--- src/sv/pptq_pkg.sv ---
// Shared types, codes and control structs for the preemptive priority task queue.
`timescale 1ns / 1ps

package pptq_pkg;

    // Request codes carried in req_type
    typedef enum logic [1:0] {
        REQ_ADD      = 2'd0,
        REQ_DISPATCH = 2'd1,
        REQ_FINISH   = 2'd2
    } req_code_t;

    // Result status codes
    typedef enum logic [2:0] {
        ST_ADDED         = 3'd0,
        ST_FULL          = 3'd1,
        ST_DISPATCHED    = 3'd2,
        ST_NONE_RUNNABLE = 3'd3,
        ST_FINISHED      = 3'd4,
        ST_NONE_RUNNING  = 3'd5,
        ST_OVERFLOW      = 3'd6
    } status_t;

    // One request transfer
    typedef struct packed {
        logic [1:0]  req_type;
        logic [63:0] task_handle;
        logic [63:0] task_argument;
        logic [7:0]  task_priority;
    } req_item_t;

    // One result transfer
    typedef struct packed {
        logic [2:0]  status;
        logic [63:0] out_handle;
        logic [63:0] out_argument;
        logic [7:0]  out_priority;
    } rsp_item_t;

    // Controller states
    typedef enum logic [2:0] {
        CS_IDLE,
        CS_ADD_SCAN,
        CS_DISP_SCAN,
        CS_DISP_LAST,
        CS_DISP_DECIDE,
        CS_DISP_FETCH,
        CS_POP,
        CS_POP_LOAD
    } ctl_state_t;

    // Commands from controller to datapath
    typedef struct packed {
        logic    capture;      // latch request, restart scan
        logic    scan_inc;     // advance scan index
        logic    disp_scan;    // priority read feeds the compare stage
        logic    add_write;    // store task at scan index
        logic    disp_commit;  // push level, take best task
        logic    pop_read;     // read top of level stack, drop depth
        logic    pop_commit;   // restore running level
        logic    respond;      // load result register
        status_t resp_status;
        logic    resp_data;    // result carries the fetched task
    } ctl_cmd_t;

    // Status from datapath to controller
    typedef struct packed {
        logic slot_free;
        logic scan_last;
        logic run_ok;
        logic stack_full;
        logic stack_empty;
    } dp_stat_t;

endpackage

--- src/sv/pptq_ctrl.sv ---
// Controller state machine of the preemptive priority task queue.
`timescale 1ns / 1ps

module pptq_ctrl (
    input  logic              clk,
    input  logic              rst_n,
    input  logic              start,
    input  logic [1:0]        req_type,
    input  pptq_pkg::dp_stat_t stat,
    output logic              busy,
    output pptq_pkg::ctl_cmd_t cmd
);
    import pptq_pkg::*;

    ctl_state_t state_reg;
    ctl_state_t state_next;

    // State register
    always_ff @(posedge clk or negedge rst_n)
    begin
        if (!rst_n)
        begin
            state_reg <= CS_IDLE;
        end
        else
        begin
            state_reg <= state_next;
        end
    end

    // Next state
    always_comb
    begin
        state_next = state_reg;
        unique case (state_reg)
            CS_IDLE:
            begin
                if (start)
                begin
                    unique case (req_type)
                        REQ_ADD:      state_next = CS_ADD_SCAN;
                        REQ_DISPATCH: state_next = CS_DISP_SCAN;
                        REQ_FINISH:   state_next = CS_POP;
                        default:      state_next = CS_IDLE;
                    endcase
                end
            end
            CS_ADD_SCAN:
            begin
                if (stat.slot_free || stat.scan_last)
                begin
                    state_next = CS_IDLE;
                end
            end
            CS_DISP_SCAN:
            begin
                if (stat.scan_last)
                begin
                    state_next = CS_DISP_LAST;
                end
            end
            CS_DISP_LAST:   state_next = CS_DISP_DECIDE;
            CS_DISP_DECIDE:
            begin
                if (stat.run_ok && !stat.stack_full)
                begin
                    state_next = CS_DISP_FETCH;
                end
                else
                begin
                    state_next = CS_IDLE;
                end
            end
            CS_DISP_FETCH:  state_next = CS_IDLE;
            CS_POP:
            begin
                if (stat.stack_empty)
                begin
                    state_next = CS_IDLE;
                end
                else
                begin
                    state_next = CS_POP_LOAD;
                end
            end
            CS_POP_LOAD:    state_next = CS_IDLE;
            default:        state_next = CS_IDLE;
        endcase
    end

    // Outputs
    always_comb
    begin
        cmd             = '0;
        cmd.resp_status = ST_NONE_RUNNABLE;
        busy            = (state_reg != CS_IDLE);
        unique case (state_reg)
            CS_IDLE:
            begin
                if (start)
                begin
                    cmd.capture = 1'b1;
                    // Unknown request answers at once
                    if (req_type != REQ_ADD && req_type != REQ_DISPATCH
                        && req_type != REQ_FINISH)
                    begin
                        cmd.respond     = 1'b1;
                        cmd.resp_status = ST_NONE_RUNNABLE;
                    end
                end
            end
            CS_ADD_SCAN:
            begin
                priority if (stat.slot_free)
                begin
                    cmd.add_write   = 1'b1;
                    cmd.respond     = 1'b1;
                    cmd.resp_status = ST_ADDED;
                end
                else if (stat.scan_last)
                begin
                    cmd.respond     = 1'b1;
                    cmd.resp_status = ST_FULL;
                end
                else
                begin
                    cmd.scan_inc = 1'b1;
                end
            end
            CS_DISP_SCAN:
            begin
                cmd.disp_scan = 1'b1;
                cmd.scan_inc  = !stat.scan_last;
            end
            CS_DISP_LAST:
            begin
                // Let the last compare finish, no command
            end
            CS_DISP_DECIDE:
            begin
                priority if (!stat.run_ok)
                begin
                    cmd.respond     = 1'b1;
                    cmd.resp_status = ST_NONE_RUNNABLE;
                end
                else if (stat.stack_full)
                begin
                    cmd.respond     = 1'b1;
                    cmd.resp_status = ST_OVERFLOW;
                end
                else
                begin
                    cmd.disp_commit = 1'b1;
                end
            end
            CS_DISP_FETCH:
            begin
                cmd.respond     = 1'b1;
                cmd.resp_status = ST_DISPATCHED;
                cmd.resp_data   = 1'b1;
            end
            CS_POP:
            begin
                if (stat.stack_empty)
                begin
                    cmd.respond     = 1'b1;
                    cmd.resp_status = ST_NONE_RUNNING;
                end
                else
                begin
                    cmd.pop_read = 1'b1;
                end
            end
            CS_POP_LOAD:
            begin
                cmd.pop_commit  = 1'b1;
                cmd.respond     = 1'b1;
                cmd.resp_status = ST_FINISHED;
            end
            default:
            begin
                cmd = '0;
            end
        endcase
    end

endmodule

--- config.mk ---
export PLATFORM = sky130hd
export DESIGN_NAME = pptq_ctrl
export DESIGN_NICKNAME = d
export VERILOG_FILES = /design/src/sv/pptq_pkg.sv /design/src/sv/pptq_ctrl.sv
export SDC_FILE = /design/constraint.sdc
export NUM_CORES = 1
export LEC_CHECK = 0
export BUFFER_PORTS_ARGS = -buffer_cell sky130_fd_sc_hd__buf_4
export CAP_MARGIN = 20
export CORE_AREA = 3 3 40 42
export DETAILED_ROUTE_END_ITERATION = 10
export DIE_AREA = 0 0 43 45
export GPL_TIMING_DRIVEN = 1
export HOLD_SLACK_MARGIN = 0.02
export SKIP_CTS_REPAIR_TIMING = 1
export SYNTH_ARGS = -nofsm -noshare
export SYNTH_HDL_FRONTEND = slang
export SYNTH_SLANG_ARGS = --single-unit
--- constraint.sdc ---
create_clock -name clk -period 3.37 [get_ports clk]
set_input_delay 0.1685 -clock clk [delete_from_list [all_inputs] [get_ports clk]]
set_output_delay 0.1685 -clock clk [all_outputs]
set_load 0.02 [all_outputs]
* After elaboration in Yosys (flattened, before gate mapping)
Cells that the tools add are included.
Storage, ports and cells: register bits 3, bits in latches 0, RAM bits 0, bits in read-only memories 0, input bits 10, output and inout bits 13, logic and storage cells 57, memories 0
Cells by class: add/subtract/negate cells 0, $mul 0, divide/modulo/power cells 0, $lt $le $gt $ge 0, equal/unequal tests 14, shift-type cells 0, muxes and demuxes 30, bitwise gates (word level) 0, reductions and logical operators 12
Operators with widths (number):
- 4-bit two-way mux | 7
- 4-bit case mux with 6 select lines | 1
- 3-bit case mux with 7 select lines | 1
- 3-bit two-way mux | 5
- 1-bit two-way mux | 14
- 3-bit == test, second input constant | 4
- 3-bit case mux with 3 select lines | 1
- 2-bit != test, second input constant | 4
- 3-bit by 2-bit == test with 1-bit output, second input constant | 2
- 3-bit by 1-bit == test with 1-bit output, second input constant | 1
- 1-bit logical AND | 3
- 3-bit logical NOT | 1
- 3-bit AND reduction | 1
- 3-bit nonzero test | 1
- 2-bit by 1-bit == test with 1-bit output, second input constant | 1
- 2-bit == test, second input constant | 1
- 1-bit logical NOT | 2
- 2-bit logical NOT | 1
- 2-bit by 1-bit != test with 1-bit output, second input constant | 1
- 1-bit case mux with 2 select lines | 1
- 2-bit nonzero test | 1
- 2-bit OR reduction | 1
- 1-bit logical OR | 1

* Longest topological paths before layout
word-level depth 6, mapped depth 6, mapped depth without buffers 6

* Worst setup path before layout
OpenSTA, ideal clock, no wires.
path kind register to output, start point register state_reg[2], end point output port cmd[4] (netlist bit), arrival 1.420 ns, path slack 1.781 ns, cell stages (with the launch flop) 5, path buffers 0, path through dfrtp_1 -> or3_1 -> nor2_2 -> nand2_1 -> nand3_1
RTL lines:
- from (decl) | line pptq_ctrl.sv:15 | ctl_state_t state_reg;
- from (signal assigned) | line pptq_ctrl.sv:27 | state_reg <= state_next;
- to (decl) | line pptq_ctrl.sv:11 | output pptq_pkg::ctl_cmd_t cmd

==> run metrics <==
area leader, netlist=dfrtp_1; top-area cell type share of the netlist area=0.182; ANT cells=0; final WL=1030 um; PwrDens=775 nW/um^2; Tot Pwr=474 uW; Worst Path Max Fanout=14; Comb power frac=0.655; setup TNS=0 ns; Inserted Clock Buffers=3; Cells after Synth=57; CP peak stage delay=0.50 ns; Synth Flop Type=dfrtp_1; Nets=95; list of most frequent post-synthesis cells=nand2_1, nor2_1, inv_1, o21ai_1; Total Routing Usage GR=0.108; share of layout cells above drive strength 1=0.358; Worst-path clk slew=0.04 ns; placed cells=91; top cells by area, synth=dfrtp_1, ha_1, nand2_1; worst hold path class=input port to flip-flop; RSZ-0062 raised after global routing=false; Area Growth Syn to Fin=48.2%; CP max-delay cell=dfrtp_1; HPWL Detailed=810 um; CP endpoint kind=primary output; Core Area=1280 um^2; Final Critical Period=1.76 ns; Die W=43 um; CP Class=flip-flop to primary output; Clk Latency, worst-skew pair=0.23 ns; Clock Skews=0.00312 ns; CTS root buffer=clkbuf_4; Synth Net Count=70; Clock Tree Buf Depth=2; drt pass-1 iters=4; port bufs=22; worst vdd ir=370 uV; multi-input logic area=302 um^2; Final GP Congestion=0.814; Vias=451; synth warn=0; vias in the first global route=399; initial antenna violation count=0; ANT nets after route=0; die area=1940 um^2; mean area per synthesized cell=7.24 um^2; Distinct cells, synth=26; Core Rows=13; Final WS setup=1.61 ns; post-synthesis sequential area ratio=0.182; Mapped Area=413 um^2; final slew viol count=0; switching power=234 uW; Post-Layout Cell Count=96; FF+latch count, synth=3; most frequent cell after synthesis=nand2_1; max cap viols=0; num ports=23; Post-synth EDFFs=0; sw frac=0.493; largest net degree at the start of global routing=15; initial DRC count=4; Final Hold Fails=0; Critical Path AT=1.59 ns; fraction of registers with async set or reset after synthesis=1.00; Slew @ Worst Pin=0.415 ns; WP data required=3.20 ns; Clk network pwr share=0.131; Int Pwr=241 uW; Fill cells=132; TritonCTS Sinks=3; crit-path cells=or3_1 -> nor2_2 -> nand2_1 -> nand3_1 -> buf_4; detail-routed net length per standard cell=10.7 um; vias per inst=4.70; maximum operating frequency=568 MHz; P_leak=0.000322 uW; status=complete, no violations; register area=75.1 um^2; dpl ws=1.85 ns; first-pass GRT wire length=1650 um; max reg flops=3; H-tree levels=1; DRC viols=0; Slew headroom=0.724; period utilisation layout=0.522; Reg power frac=0.214; # setup viols final=0; CTS tree=done; initial core utilization=0.321; Final Instance Area=612 um^2; Die Y=45 um; total grt overflow=0; CP startpoint kind=flip-flop; placed cell areas=576 um^2
==> power by group through the flow <==
| stage | registers [uW] | clock network [uW] | logic, uW |
|---|---|---|---|
| floorplan | 66.5 | 0 | 248 |
| global placement | 101 | 0 | 313 |
| detailed placement | 102 | 0 | 312 |
| CTS | 101 | 65.3 | 314 |
| global route | 110 | 66.5 | 340 |
| finish | 102 | 62.0 | 311 |
==> path summary, 6_finish.rpt <==
kind | from | to | slack, ns | depth (start not counted)
max | state_reg[2]$_DFFE_PN0P_ | cmd[4] | 1.61 | 5
min | stat[3] | state_reg[1]$_DFFE_PN0P_ | 0.16 | 2
max reg2reg | state_reg[1]$_DFFE_PN0P_ | state_reg[2]$_DFFE_PN0P_ | 2.04 | 4
min reg2reg | state_reg[1]$_DFFE_PN0P_ | state_reg[1]$_DFFE_PN0P_ | 0.81 | 2
max in group asynchronous | rst_n | state_reg[0]$_DFFE_PN0P_ | 3.01 | 2
min in group asynchronous | rst_n | state_reg[1]$_DFFE_PN0P_ | 0.26 | 2
==> stage by stage <==
stage,hold WS (ns),utilization
floorplan,-0.127,-
global placement,-0.0417,0.448
detailed placement,-0.0420,0.448
CTS,-0.291,0.468
global route,0.165,0.476
finish,0.159,0.476
==> logic make-up after synthesis <==
| kind of cell | Yosys count | share of synthesized area |
|---|---|---|
| buf+inv | 7 | 0.0879 |
| simple gates | 29 | 0.379 |
| mux | 2 | 0.0515 |
| fa+ha+maj | 3 | 0.0909 |
| compound gates | 13 | 0.209 |
| flops | 3 | 0.182 |
==> area by class of cell <==
cell class,count,share of cell area
inverter,4,0.0245
clock buffer,4,0.0429
tap,15,0.0307
timing repair buffer,23,0.286
multi-input combinational,47,0.493
sequential,3,0.123
==> critical path: cells and delay by family, from the launching register on <==
family        cells  cell delay, ns
buf+inv           1            0.14
flops             1            0.50
simple gates      4            0.72
==> cells in the final DEF, fill, tap and decap left out <==
cell type      synthesis  final
dlygate4sd3_1          0      1
clkbuf_4               0      3
or3_1                  1      1
nor2_1                 5      5
o21ai_1                4      4
and3b_1                1      1
clkbuf_1               0      1
a22oi_1                1      1
and3_1                 2      2
o21bai_1               2      2
nor3b_1                2      2
and2_1                 2      2
a22oi_2                1      1
nand2_1                8      8
nor2_2                 1      1
a2bb2oi_1              1      1
dfrtp_1                3      3
mux2_2                 1      1
ha_1                   3      3
nand2b_1               2      2
inv_1                  4      4
nor3b_2                1      1
a21boi_1               1      1
a21oi_1                3      3
mux2i_1                1      1
buf_4                  0     22
nor2b_1                1      1
nand3_1                3      3
==> metal layers <==
layer,part of all wire,GRT usage
met1,0.48,0.153
met2,0.45,0.162
met3,0.078,0.0239
met4,0,0.0361
met5,0,0
Note: power is estimated with default switching activity, not from simulation.
